## src/dtpc_pkg.sv

```systemverilog
// Shared types and constants for the depth to point cloud block.
// No dependencies; every other file imports this package.
`timescale 1ns / 1ps

package dtpc_pkg;

	localparam int DTPC_MAX_DIM  = 4096;
	localparam int DTPC_QDEPTH   = 2;
	localparam int DEPTH_W       = 24;
	localparam int DIM_REG_W     = 13;
	localparam int FOCAL_W       = 16;
	localparam int STEP_W        = 8;
	localparam int CFG_DATA_W    = 16;
	localparam int PROD_W        = 34;
	localparam int Y_W           = 18;
	localparam int COORD_W       = 32;
	localparam int INDEX_W       = 24;
	localparam int FRAC_BITS     = 16;
	localparam logic [PROD_W-1:0] MM_PER_METRE = PROD_W'(1000);

	typedef enum logic [1:0] {
		REG_WIDTH  = 2'd0,
		REG_HEIGHT = 2'd1,
		REG_FOCAL  = 2'd2,
		REG_STEP   = 2'd3
	} cfg_reg_t;

	typedef enum logic [1:0] {
		B_IDLE,
		B_MUL,
		B_DIV,
		B_OUT
	} back_state_t;

	typedef struct packed {
		logic full;
		logic empty;
	} dtpc_qstat_t;

endpackage

```

## src/dtpc_fifo.sv

```systemverilog
// Short register queue between the pixel front end and the projection back end.
// Depends on dtpc_pkg for the status struct.
`timescale 1ns / 1ps

module dtpc_fifo import dtpc_pkg::*; #(
	parameter int WIDTH = 8,
	parameter int DEPTH = DTPC_QDEPTH
) (
	input  logic             clk,
	input  logic             arst_n,
	input  logic             push,
	input  logic [WIDTH-1:0] wdata,
	input  logic             pop,
	output logic [WIDTH-1:0] rdata,
	output dtpc_qstat_t      status
);

	localparam int PW = (DEPTH > 1) ? $clog2(DEPTH) : 1;
	localparam int CNTW = $clog2(DEPTH + 1);

	logic [WIDTH-1:0] entry_q [DEPTH];
	logic [PW-1:0]    wptr_q, rptr_q;
	logic [CNTW-1:0]  count_q;

	function automatic logic [PW-1:0] ptr_next(input logic [PW-1:0] p);
		if (p == PW'(DEPTH - 1)) begin
			return '0;
		end
		return p + PW'(1);
	endfunction

	always_ff @(posedge clk) begin
		if (push) begin
			entry_q[wptr_q] <= wdata;
		end
	end

	always_ff @(posedge clk or negedge arst_n) begin
		if (!arst_n) begin
			wptr_q  <= '0;
			rptr_q  <= '0;
			count_q <= '0;
		end else begin
			if (push) begin
				wptr_q <= ptr_next(wptr_q);
			end
			if (pop) begin
				rptr_q <= ptr_next(rptr_q);
			end
			if (push && !pop) begin
				count_q <= count_q + CNTW'(1);
			end else if (pop && !push) begin
				count_q <= count_q - CNTW'(1);
			end
		end
	end

	assign rdata        = entry_q[rptr_q];
	assign status.full  = (count_q == CNTW'(DEPTH));
	assign status.empty = (count_q == '0);

endmodule

```

## src/dtpc_front.sv

```systemverilog
// Front end: pixel counters, subsample countdown and per-point setup terms.
// Depends on dtpc_pkg; feeds dtpc_fifo.
`timescale 1ns / 1ps

module dtpc_front import dtpc_pkg::*; #(
	parameter int MAX_DIM = DTPC_MAX_DIM,
	parameter int CW      = $clog2(MAX_DIM),
	parameter int AW      = CW + 1,
	parameter int ITEM_W  = 2 * (AW + 1) + PROD_W + INDEX_W + 1
) (
	input  logic                 clk,
	input  logic                 arst_n,
	input  logic                 take,
	input  logic [DEPTH_W-1:0]   depth,
	input  logic [DIM_REG_W-1:0] width_reg,
	input  logic [DIM_REG_W-1:0] height_reg,
	input  logic [STEP_W-1:0]    step_reg,
	output logic                 push,
	output logic [ITEM_W-1:0]    item
);

	localparam int IXW = CW + AW;

	logic [CW-1:0]     col_q, row_q;
	logic [STEP_W-1:0] cd_q;
	logic [AW-1:0]     w, h;
	logic [STEP_W-1:0] step;
	logic              row_end, last, emit;
	logic [AW:0]       sdx, sdz;
	logic              neg_dx, neg_dz;
	logic [AW-1:0]     abs_dx, abs_dz;
	logic [PROD_W-1:0] prod;
	logic [IXW-1:0]    idx_full;

	function automatic logic [AW-1:0] clamp_dim(input logic [DIM_REG_W-1:0] v);
		if (v == '0) begin
			return AW'(1);
		end
		if (32'(v) > MAX_DIM) begin
			return AW'(MAX_DIM);
		end
		return AW'(v);
	endfunction

	always_comb begin
		w    = clamp_dim(width_reg);
		h    = clamp_dim(height_reg);
		step = (step_reg == '0) ? STEP_W'(1) : step_reg;
		row_end = (AW'(col_q) + AW'(1)) >= w;
		last    = row_end && ((AW'(row_q) + AW'(1)) >= h);
		emit    = (cd_q == '0);
		sdx = $signed({2'b00, col_q}) - $signed({1'b0, w >> 1});
		sdz = $signed({1'b0, h >> 1}) - $signed({2'b00, row_q});
		neg_dx = sdx[AW];
		neg_dz = sdz[AW];
		abs_dx = neg_dx ? AW'(-sdx) : sdx[AW-1:0];
		abs_dz = neg_dz ? AW'(-sdz) : sdz[AW-1:0];
		prod     = PROD_W'(depth) * MM_PER_METRE;
		idx_full = IXW'(row_q) * IXW'(w) + IXW'(col_q);
	end

	assign push = take && emit;
	assign item = {neg_dx, abs_dx, neg_dz, abs_dz, prod, INDEX_W'(idx_full), last};

	always_ff @(posedge clk or negedge arst_n) begin
		if (!arst_n) begin
			col_q <= '0;
			row_q <= '0;
			cd_q  <= '0;
		end else if (take) begin
			if (last) begin
				col_q <= '0;
				row_q <= '0;
				cd_q  <= '0;
			end else begin
				cd_q <= emit ? step - STEP_W'(1) : cd_q - STEP_W'(1);
				if (row_end) begin
					col_q <= '0;
					row_q <= row_q + CW'(1);
				end else begin
					col_q <= col_q + CW'(1);
				end
			end
		end
	end

endmodule

```

## src/dtpc_back.sv

```systemverilog
// Back end: scales offsets by depth, divides by focal length bit by bit, saturates.
// Depends on dtpc_pkg; drains dtpc_fifo and drives the result channel.
`timescale 1ns / 1ps

module dtpc_back import dtpc_pkg::*; #(
	parameter int MAX_DIM = DTPC_MAX_DIM,
	parameter int CW      = $clog2(MAX_DIM),
	parameter int AW      = CW + 1,
	parameter int ITEM_W  = 2 * (AW + 1) + PROD_W + INDEX_W + 1
) (
	input  logic                clk,
	input  logic                arst_n,
	input  logic [ITEM_W-1:0]   item,
	input  logic                q_empty,
	output logic                pop,
	input  logic [FOCAL_W-1:0]  focal_reg,
	output logic                out_valid,
	input  logic                out_stall,
	output logic [COORD_W-1:0]  point_x_mm,
	output logic [Y_W-1:0]      point_y_mm,
	output logic [COORD_W-1:0]  point_z_mm,
	output logic [INDEX_W-1:0]  pixel_index,
	output logic                frame_last
);

	localparam int MW = AW + PROD_W;
	localparam int NW = MW - FRAC_BITS;
	localparam int KW = $clog2(NW + 1);

	back_state_t state_q, state_d;

	logic              neg_dx_q, neg_dz_q, last_q;
	logic [AW-1:0]     abs_dx_q, abs_dz_q;
	logic [PROD_W-1:0] prod_q;
	logic [INDEX_W-1:0] idx_q;
	logic [NW-1:0]     qx_q, qz_q;
	logic [FOCAL_W-1:0] rx_q, rz_q;
	logic [KW-1:0]     k_q;
	logic [FOCAL_W-1:0] f;
	logic [MW-1:0]     mx, mz;
	logic [FOCAL_W:0]  tx, tz;
	logic              gx, gz;
	logic              div_done;

	function automatic logic [COORD_W-1:0] sat(input logic [NW-1:0] q, input logic neg);
		logic [63:0] qe;
		qe = 64'(q);
		if (!neg) begin
			return (qe > 64'h7FFF_FFFF) ? 32'h7FFF_FFFF : qe[31:0];
		end
		return (qe > 64'h8000_0000) ? 32'h8000_0000 : (~qe[31:0] + 32'd1);
	endfunction

	always_comb begin
		f  = (focal_reg == '0) ? FOCAL_W'(1) : focal_reg;
		mx = MW'(abs_dx_q) * MW'(prod_q);
		mz = MW'(abs_dz_q) * MW'(prod_q);
		tx = {rx_q, qx_q[NW-1]};
		tz = {rz_q, qz_q[NW-1]};
		gx = tx >= {1'b0, f};
		gz = tz >= {1'b0, f};
		div_done = (k_q == KW'(NW - 1));
	end

	always_comb begin
		state_d = state_q;
		case (state_q)
			B_IDLE: if (!q_empty) state_d = B_MUL;
			B_MUL:  state_d = B_DIV;
			B_DIV:  if (div_done) state_d = B_OUT;
			B_OUT:  if (!out_stall) state_d = B_IDLE;
			default: state_d = B_IDLE;
		endcase
	end

	always_comb begin
		pop       = 1'b0;
		out_valid = 1'b0;
		case (state_q)
			B_IDLE:  pop = !q_empty;
			B_OUT:   out_valid = 1'b1;
			default: ;
		endcase
	end

	always_ff @(posedge clk or negedge arst_n) begin
		if (!arst_n) begin
			state_q <= B_IDLE;
		end else begin
			state_q <= state_d;
		end
	end

	// datapath: load, multiply, then one quotient bit per cycle for both axes
	always_ff @(posedge clk) begin
		case (state_q)
			B_IDLE: begin
				if (!q_empty) begin
					{neg_dx_q, abs_dx_q, neg_dz_q, abs_dz_q, prod_q, idx_q, last_q} <= item;
				end
			end
			B_MUL: begin
				qx_q <= mx[MW-1:FRAC_BITS];
				qz_q <= mz[MW-1:FRAC_BITS];
				rx_q <= '0;
				rz_q <= '0;
				k_q  <= '0;
			end
			B_DIV: begin
				rx_q <= gx ? FOCAL_W'(tx - {1'b0, f}) : tx[FOCAL_W-1:0];
				rz_q <= gz ? FOCAL_W'(tz - {1'b0, f}) : tz[FOCAL_W-1:0];
				qx_q <= {qx_q[NW-2:0], gx};
				qz_q <= {qz_q[NW-2:0], gz};
				k_q  <= k_q + KW'(1);
			end
			default: ;
		endcase
	end

	assign point_x_mm  = sat(qx_q, neg_dx_q);
	assign point_z_mm  = sat(qz_q, neg_dz_q);
	assign point_y_mm  = prod_q[FRAC_BITS +: Y_W];
	assign pixel_index = idx_q;
	assign frame_last  = last_q;

endmodule

```

## src/depth_to_point_cloud.sv

```systemverilog
// Top level of the depth to point cloud block: config registers, front, queue, back.
// Depends on dtpc_pkg, dtpc_front, dtpc_fifo and dtpc_back.
//
//  channel  direction  handshake              payload
//  in       sink       in_valid / in_stall    depth_metres
//  out      source     out_valid / out_stall  point_x_mm, point_y_mm, point_z_mm,
//                                             pixel_index, frame_last
//  cfg      sink       cfg_valid / cfg_ready  cfg_index, cfg_data
//
// A skipped pixel never enters the queue. An emitted point occupies the back end while
// the bit-serial divider by focal length forms NW = clog2(MAX_DIM) + 19 quotient bits
// (31 at the default); the two-entry queue lets the front take pixels meanwhile.
// Reset clears counters, queue and state; registers return to 640, 480, 667, 1.
// in_stall rises only while the queue is full; a stalled result holds the back end.
`timescale 1ns / 1ps

module depth_to_point_cloud import dtpc_pkg::*; #(
	parameter int MAX_DIM = DTPC_MAX_DIM
) (
	input  logic                  clk,
	input  logic                  arst_n,
	input  logic                  in_valid,
	output logic                  in_stall,
	input  logic [DEPTH_W-1:0]    depth_metres,
	output logic                  out_valid,
	input  logic                  out_stall,
	output logic signed [COORD_W-1:0] point_x_mm,
	output logic [Y_W-1:0]        point_y_mm,
	output logic signed [COORD_W-1:0] point_z_mm,
	output logic [INDEX_W-1:0]    pixel_index,
	output logic                  frame_last,
	input  logic                  cfg_valid,
	output logic                  cfg_ready,
	input  logic [1:0]            cfg_index,
	input  logic [CFG_DATA_W-1:0] cfg_data
);

	localparam int CW     = $clog2(MAX_DIM);
	localparam int AW     = CW + 1;
	localparam int ITEM_W = 2 * (AW + 1) + PROD_W + INDEX_W + 1;

	logic [DIM_REG_W-1:0] width_q, height_q;
	logic [FOCAL_W-1:0]   focal_q;
	logic [STEP_W-1:0]    step_q;
	logic                 take, push, pop;
	logic [ITEM_W-1:0]    item_w, item_r;
	dtpc_qstat_t          qstat;
	logic [COORD_W-1:0]   px, pz;

	assign cfg_ready = 1'b1;

	always_ff @(posedge clk or negedge arst_n) begin
		if (!arst_n) begin
			width_q  <= DIM_REG_W'(640);
			height_q <= DIM_REG_W'(480);
			focal_q  <= FOCAL_W'(667);
			step_q   <= STEP_W'(1);
		end else if (cfg_valid && cfg_ready) begin
			case (cfg_reg_t'(cfg_index))
				REG_WIDTH:  width_q  <= cfg_data[DIM_REG_W-1:0];
				REG_HEIGHT: height_q <= cfg_data[DIM_REG_W-1:0];
				REG_FOCAL:  focal_q  <= cfg_data;
				REG_STEP:   step_q   <= cfg_data[STEP_W-1:0];
				default: ;
			endcase
		end
	end

	assign in_stall = qstat.full;
	assign take     = in_valid && !in_stall;

	dtpc_front #(.MAX_DIM(MAX_DIM), .CW(CW), .AW(AW), .ITEM_W(ITEM_W)) u_front (
		.clk(clk), .arst_n(arst_n), .take(take), .depth(depth_metres),
		.width_reg(width_q), .height_reg(height_q), .step_reg(step_q),
		.push(push), .item(item_w)
	);

	dtpc_fifo #(.WIDTH(ITEM_W), .DEPTH(DTPC_QDEPTH)) u_fifo (
		.clk(clk), .arst_n(arst_n), .push(push), .wdata(item_w),
		.pop(pop), .rdata(item_r), .status(qstat)
	);

	dtpc_back #(.MAX_DIM(MAX_DIM), .CW(CW), .AW(AW), .ITEM_W(ITEM_W)) u_back (
		.clk(clk), .arst_n(arst_n), .item(item_r), .q_empty(qstat.empty), .pop(pop),
		.focal_reg(focal_q), .out_valid(out_valid), .out_stall(out_stall),
		.point_x_mm(px), .point_y_mm(point_y_mm), .point_z_mm(pz),
		.pixel_index(pixel_index), .frame_last(frame_last)
	);

	assign point_x_mm = $signed(px);
	assign point_z_mm = $signed(pz);

`ifndef NO_ASSERTIONS
	a_q_sane: assert property (@(posedge clk) disable iff (!arst_n)
		!(qstat.full && qstat.empty))
		else $error("queue reports full and empty together");
	a_pop_nonempty: assert property (@(posedge clk) disable iff (!arst_n)
		pop |-> !qstat.empty)
		else $error("back end took from an empty queue");
	a_one_result: assert property (@(posedge clk) disable iff (!arst_n)
		(out_valid && !out_stall) |=> !out_valid)
		else $error("result repeated after transfer");
`endif

endmodule

```

## config.mk

```make
export PLATFORM = sky130hd
export DESIGN_NAME = depth_to_point_cloud
export DESIGN_NICKNAME = d
export VERILOG_FILES = /design/src/dtpc_pkg.sv /design/src/dtpc_fifo.sv /design/src/dtpc_front.sv /design/src/dtpc_back.sv /design/src/depth_to_point_cloud.sv
export SDC_FILE = /design/constraint.sdc
export NUM_CORES = 2
export LEC_CHECK = 0
export ABC_AREA = 1
export BUFFER_PORTS_ARGS = -buffer_cell sky130_fd_sc_hd__buf_2
export CAP_MARGIN = 20
export CORE_MARGIN = 1
export CORE_UTILIZATION = 60
export DETAILED_ROUTE_END_ITERATION = 8
export GPL_ROUTABILITY_DRIVEN = 0
export PLACE_DENSITY = 0.82
export SYNTH_ARGS = -nofsm -noshare
export SYNTH_HDL_FRONTEND = slang
export SYNTH_HIERARCHICAL = 1
export SYNTH_SLANG_ARGS = --single-unit
```

## constraint.sdc

```tcl
create_clock -name clk -period 5.7 [get_ports clk]
set_input_delay 0.57 -clock clk [delete_from_list [all_inputs] [get_ports clk]]
set_output_delay 0.57 -clock clk [all_outputs]
set_load 0.01 [all_outputs]
```

# Word-level counts from Yosys, hierarchy flattened
# Memories as Yosys holds them, arrays and structs flattened. A register that Yosys moved wholly into a read port is not among the register bits.
# Cells that the tools add are included.
dict set report classes {
  reduce_logical 27
  n_bitwise 3
  n_mul 4
  eq_ne 11
  muxes 51
  add_sub_neg 20
  order_cmp 6
}
# operator n
set op_table {}
lappend op_table {{13-bit 2-to-1 mux} 10}
lappend op_table {{31-bit one-hot mux with 2 select lines} 2}
lappend op_table {{13-bit by 34-bit multiplier with 47-bit output} 2}
lappend op_table {{32-bit by 1-bit adder with 32-bit output (second input constant)} 2}
lappend op_table {{32-bit 2-to-1 mux} 2}
lappend op_table {{31-bit NOT with 32-bit output} 2}
lappend op_table {{16-bit one-hot mux with 2 select lines} 2}
lappend op_table {{12-bit 2-to-1 mux} 4}
lappend op_table {{16-bit 2-to-1 mux} 3}
lappend op_table {{17-bit by 16-bit >= comparator with 1-bit output} 2}
lappend op_table {{16-bit subtractor} 2}
lappend op_table {{24-bit by 7-bit multiplier with 31-bit output (second input constant)} 1}
lappend op_table {{12-bit by 1-bit adder with 13-bit output (second input constant)} 2}
lappend op_table {{13-bit >= comparator} 2}
lappend op_table {{13-bit greater-than comparator (second input constant)} 2}
lappend op_table {{13-bit zero test} 2}
lappend op_table {{13-bit negation} 2}
lappend op_table {{12-bit by 12-bit subtractor with 13-bit output} 2}
lappend op_table {{12-bit by 1-bit adder with 12-bit output (second input constant)} 2}
lappend op_table {{24-bit by 12-bit adder with 24-bit output} 1}
lappend op_table {{12-bit by 13-bit multiplier with 24-bit output} 1}
lappend op_table {{8-bit 2-to-1 mux} 3}
lappend op_table {{1-bit 2-to-1 mux} 18}
lappend op_table {{16-bit zero test} 1}
lappend op_table {{21 further kinds} 50}
dict set report totals {
  mem_count 1
  ram_bits 168
  word_cells 140
  register_bits 221
  in_bits 47
}
# memory depth word_bits read_ports rd_ports_with_merged_regs wr line_no
set mem_list {}
lappend mem_list {u_fifo.entry_q 2 84 1 1 1 dtpc_fifo.sv:21} ;# logic [WIDTH-1:0] entry_q [DEPTH];

# Depth between registers and ports, before layout
dict set report logic_depth {
  depth_word 9
  ltp_mapped 27
  depth_no_buf 25
}

# By module
# The synthesis kept the hierarchy.
# mod seq_area_each_um2 n_inst area_each_um2 cells_each
set modules_own_cells {}
lappend modules_own_cells {dtpc_back 5635.4 1 39765.6 5219}
lappend modules_own_cells {dtpc_front 800.8 1 14316.2 1983}
lappend modules_own_cells {dtpc_fifo 5325.1 1 6561.3 296}
lappend modules_own_cells {depth_to_point_cloud 1267.5 1 2160.8 229}

# Worst setup path after synthesis
# No wires, ideal clock.
dict set report synth_path {
  path_kind {input port to flip-flop}
  from {input in_valid}
  to {memory u_fifo/entry_q[0][0] in the netlist's numbering (enable)}
  path_buffers 1
  arrival_ps 4956
  t_required_ps 5167
  slack_ps 211
  cell_stages 7
  setup_time_ps 533
  path_cell_list {inv_1 -> nor2_1 -> clkbuf_1 -> inv_1 -> nor2_1 -> inv_1 -> nor2_1}
}
dict set report synth_between {
  elab_chain_len 4
}
# item line_no
set synth_lines {}
lappend synth_lines {{start, declared} depth_to_point_cloud.sv:22} ;# input logic in_valid,
lappend synth_lines {{1-bit logical AND} depth_to_point_cloud.sv:70} ;# assign take = in_valid && !in_stall;
lappend synth_lines {{via take} depth_to_point_cloud.sv:45} ;# logic take, push, pop;
lappend synth_lines {{1-bit logical AND} dtpc_front.sv:62} ;# assign push = take && emit;
lappend synth_lines {{via push} depth_to_point_cloud.sv:45}
lappend synth_lines {{1-bit 2-to-1 mux} dtpc_fifo.sv:33} ;# if (push) begin
lappend synth_lines {{1-bit 2-to-1 mux (not written as such)} dtpc_fifo.sv:34} ;# entry_q[wptr_q] <= wdata;
lappend synth_lines {{end, declared} dtpc_fifo.sv:21}
# The timed path passes the listed nets, and every way through them passes these cells.

# Worst setup path after layout
dict set report layout_path {
  from {register width_q[3]}
  to {memory u_fifo/entry_q[0][24] in the netlist's numbering (data pin)}
}
dict set report layout_between {
  elab_chain_len 7
  elab_cells_between_ends 10
  classes_between {add/sub (1); mul (1); order compare (1); mux (6); reduce/logical (1)}
}
# item line_no
set layout_lines {}
lappend layout_lines {{start, declared} depth_to_point_cloud.sv:42} ;# logic [DIM_REG_W-1:0] width_q, height_q;
lappend layout_lines {{start signal, assigned} depth_to_point_cloud.sv:60} ;# REG_WIDTH: width_q <= cfg_data[DIM_REG_W-1:0];
lappend layout_lines {{13-bit greater-than comparator} dtpc_front.sv:39} ;# if (32'(v) > MAX_DIM) begin
lappend layout_lines {{1-bit 2-to-1 mux (2 in a row)} dtpc_front.sv:39}
lappend layout_lines {{13-bit 2-to-1 mux} dtpc_front.sv:42} ;# return AW'(v);
lappend layout_lines {{13-bit 2-to-1 mux *} dtpc_front.sv:39}
lappend layout_lines {{12-bit by 13-bit multiplier with 24-bit output *} dtpc_front.sv:59} ;# idx_full = IXW'(row_q) * IXW'(w) + IXW'(col_q);
lappend layout_lines {{24-bit by 12-bit adder with 24-bit output *} dtpc_front.sv:59}
lappend layout_lines {{via item_w[24]} depth_to_point_cloud.sv:46} ;# logic [ITEM_W-1:0] item_w, item_r;
# The timed path passes the listed nets; every way through them passes the cells marked *. The select of a mux whose other input is x is not followed.

==> flow_metrics.py <==
metrics = {
    "finish": {
        "fin_nets": 9187,
        "fillers": 7910,
        "seq_area_mm2": 0.01303,
        "syn_to_final_growth_pct": 9.373,
        "drive_above_1_share_pct": 9.950,
        "multiInputGateArea_mm2": 0.04200,
        "post-route-util_pct": 66.28,
    },
    "detailed_routing": {
        "routed_wl_um": 165300,
        "wl_met1_um": 60260,
        "postRouteAntennaNets": 0,
        "route.met3.wl_um": 12730,
        "top_layer_used": "met4",
        "via_per_inst": 5.580,
        "firstDrtPassIters": 8,
        "routedWlPerCell_um": 17.89,
        "dr.first_iter.drc_count": 4810,
        "drc": 0,
        "wl_met2_um": 82170,
        "vias": 51560,
    },
    "yosys": {
        "synth_area_per_cell_um2": 8.128,
        "ys_seq_area_share_pct": 20.75,
        "ys_types": 69,
        "syn-instance-count": 7727,
        "synth_warnings": 6,
        "netlist_area_mm2": 0.06280,
        "ys_ff_latch": 448,
    },
    "critical_path": {
        "crit_path_start_kind": "flop",
        "cp_max_fo": 9,
        "cp-end-kind": "flop",
        "cpPeakStageDelay_ns": 0.51,
        "cp.arrival_ns": 6.01,
        "path_class": "flop to flop",
        "worst_ep_required_time_ns": 6.06,
        "path_buf_inv": 5,
        "cp_top_family": "adder cells",
        "cpMostUsedCell": "fa_1",
        "cp_cell_sequence": "nor4_1, nand3_1, nand2_4, buf_4, nand2_1, buf_4, nor2_1, fa_1, fa_1, fa_1, fa_1, inv_1, fa_1, inv_1, ha_2, a21oi_2, inv_1, a31oi_2, nand2_2, nand2_1, nand3_1, xor2_1",
        "slowest_stage": "fa_1",
    },
    "sta": {
        "relSlewSlack_pct": 39.10,
        "fin_hold_ws_ns": 0.1834,
        "rsz0062_at_grt": "yes",
        "timing.final.crit_share_pct": 99.15,
        "fin_skew_ns": 0.04175,
        "setup_violations": 0,
        "max_clock_freq_ghz": 0.1769,
        "slew_viol_final": 0,
        "hold_viol_final": 0,
        "worst_pin_slew_ns": 0.9134,
        "min_period_ns": 5.652,
    },
    "clock_tree": {
        "cts-root-buf": "clkbuf_16",
        "cts_max_path_buffers": 3,
        "cts.sinks": 448,
        "cts_tree": "built",
        "clkLatencyLatePin_ns": 0.64,
        "tritoncts.num_buffers": 49,
        "clk_pin_slew_ns": 0.07,
        "htree_levels": 2,
    },
    "global_routing": {
        "grt.total_usage_pct": 31.57,
        "antenna_found_initial": 1,
        "grt_max_degree": 88,
        "grt_pass1_vias": 53560,
        "gr-total-overflow": 0,
        "grt_pass1_wl_um": 269500,
    },
    "floorplanning": {
        "core_area_mm2": 0.1036,
        "die_area_mm2": 0.1060,
        "die_h_um": 325.5,
        "die_w_um": 325.5,
        "io_pins": 157,
        "initial_core_util_pct": 60.60,
        "rows": 118,
    },
    "place": {
        "port_buffers": 155,
        "hpwlAfterDp_um": 127100,
    },
    "worst_hold_path": {
        "min_path_type": "input port to flop",
    },
    "run_status": {
        "status": "finished, final reports clean",
    },
    "job": {
        "maxCapViolations": 0,
    },
}
## placed cells by master (no fill, tap or decap), types with 34 or more instances in the layout
cell | synthesis | final
buf_4 | 35 | 133
o21ai_0 | 175 | 145
inv_1 | 1885 | 1876
nand3_1 | 252 | 248
nor2_1 | 482 | 442
buf_2 | 25 | 154
xnor2_1 | 68 | 65
nor3_1 | 58 | 50
edfxtp_1 | 360 | 360
fa_1 | 912 | 910
clkbuf_16 | 0 | 51
nand3b_1 | 34 | 34
xor2_1 | 126 | 124
ha_1 | 409 | 370
nand4_1 | 95 | 95
buf_12 | 1 | 57
nand2_1 | 1946 | 1926
mux2_2 | 67 | 67
nor2_2 | 11 | 45
dfrtp_1 | 75 | 74
a21oi_1 | 220 | 196
## per-layer routing
metal  vias up  global-route usage (%)
li1      23320                       -
met3       639                   4.378
met5         -                       0
met1     24980                   37.86
met2      2621                   54.90
met4         0                   17.31
## stage by stage
stage | instances | area [µm²] | worst slack (ns) | TNS (ns)
after global placement | 9135 | 66000 | 0.02028 | 0
final | 9240 | 68690 | 0.04818 | 0
after floorplan | 7729 | 62810 | 0.2113 | 0
after detailed placement | 9135 | 66000 | -0.08398 | -0.1090
after CTS | 9230 | 67820 | -0.009425 | -0.009425
after global routing | 9240 | 68690 | -0.1601 | -3.686
## cell type report
class	count	area share, %
Antenna cell	1	0.003643
Clock buffer	61	1.953
Clock inverter	30	0.6138
Inverter	1900	10.39
Multi-Input combinational cell	5067	61.14
Sequential cell	448	18.97
Tap cell	1380	2.514
Timing Repair Buffer	353	4.412
## worst reg2reg max path: cells and delay by family, from the launching register on
family / cells / cell delay [ns]
fa+ha+maj: 6 / 2.66
simple gates: 8 / 1.17
buf+inv: 5 / 0.52
compound gates: 2 / 0.44
flops: 1 / 0.41
xor+xnor: 1 / 0.17
## path summary, 6_finish.rpt
| path | startpoint | to | slack, ns | cells past startpoint |
|---|---|---|---|---|
| setup / recovery | width_q[3] | u_fifo/entry_q[0][24] | 0.05 | 22 |
| hold / removal | cfg_data[15] | focal_q[15] | 0.18 | 3 |
| setup reg to reg | width_q[3] | u_fifo/entry_q[0][24] | 0.05 | 22 |
| hold reg to reg | focal_q[7] | focal_q[7] | 0.46 | 2 |
| max in group asynchronous | arst_n | width_q[9] | 4.45 | 4 |
| min in group asynchronous | arst_n | focal_q[2] | 0.32 | 2 |
## registers in the layout, indices dropped and copies added, names as in the netlist, 16 cells and up
signal              cells
focal_q                16
u_back/qx_q            31
u_back/rx_q            16
u_back/rz_q            16
u_back/pixel_index     24
u_back/qz_q            31
u_back/prod_q          34
u_fifo/entry_q        174
## timing repair
item                       CTS  global route
hold buffers                 1             0
buffers inserted             3             8
setup endpoints to repair    8            81
pin swaps                    0            15
hold endpoints to repair    10             0
resized for setup            4           219
## cell families (layout without fill, tap and decap cells)
group           Yosys count  in the layout  share of synthesized area, %
compound gates          521            521                         4.736
other cells               2              5                       0.01196
simple gates           2940           2940                         19.25
fa+ha+maj              1321           1321                         37.22
xor+xnor                194            194                         2.705
mux                      87             87                         1.679
flops                   448            448                         20.75
buf+inv                2214           2344                         13.65
## Yosys cell counts, drive strengths merged
library cell / number / share of area, %
nor3: 65 / 0.60
ha: 409 / 8.1
inv: 1895 / 11
nor4: 21 / 0.22
and3: 1 / 0.010
nor2: 495 / 3.0
a21o: 24 / 0.29
o22ai: 3 / 0.030
xnor2: 68 / 0.95
nand2: 1956 / 12
nand3b: 34 / 0.41
mux2: 87 / 1.7
a211oi: 1 / 0.012
o21ai: 189 / 1.5
o31ai: 4 / 0.048
or2: 11 / 0.11
o21bai: 32 / 0.47
a21oi: 222 / 1.8
edfxtp: 360 / 17
nand3: 257 / 2.1
conb: 2 / 0.012
clkbuf: 240 / 1.4
dfstp: 13 / 0.54
clkinv: 5 / 0.030
a21boi: 5 / 0.084
fa: 912 / 29
a311oi: 2 / 0.056
a221oi: 1 / 0.014
o21a: 17 / 0.20
xor2: 126 / 1.8
o41ai: 1 / 0.014
buf: 74 / 0.85
a31oi: 18 / 0.18
nand4: 95 / 0.95
dfrtp: 75 / 3.0
and2: 5 / 0.054
o211ai: 1 / 0.012
a41oi: 1 / 0.014
Power is not shown: default switching activity piles up to over one toggle a cycle in this logic, so the estimate is an artifact.
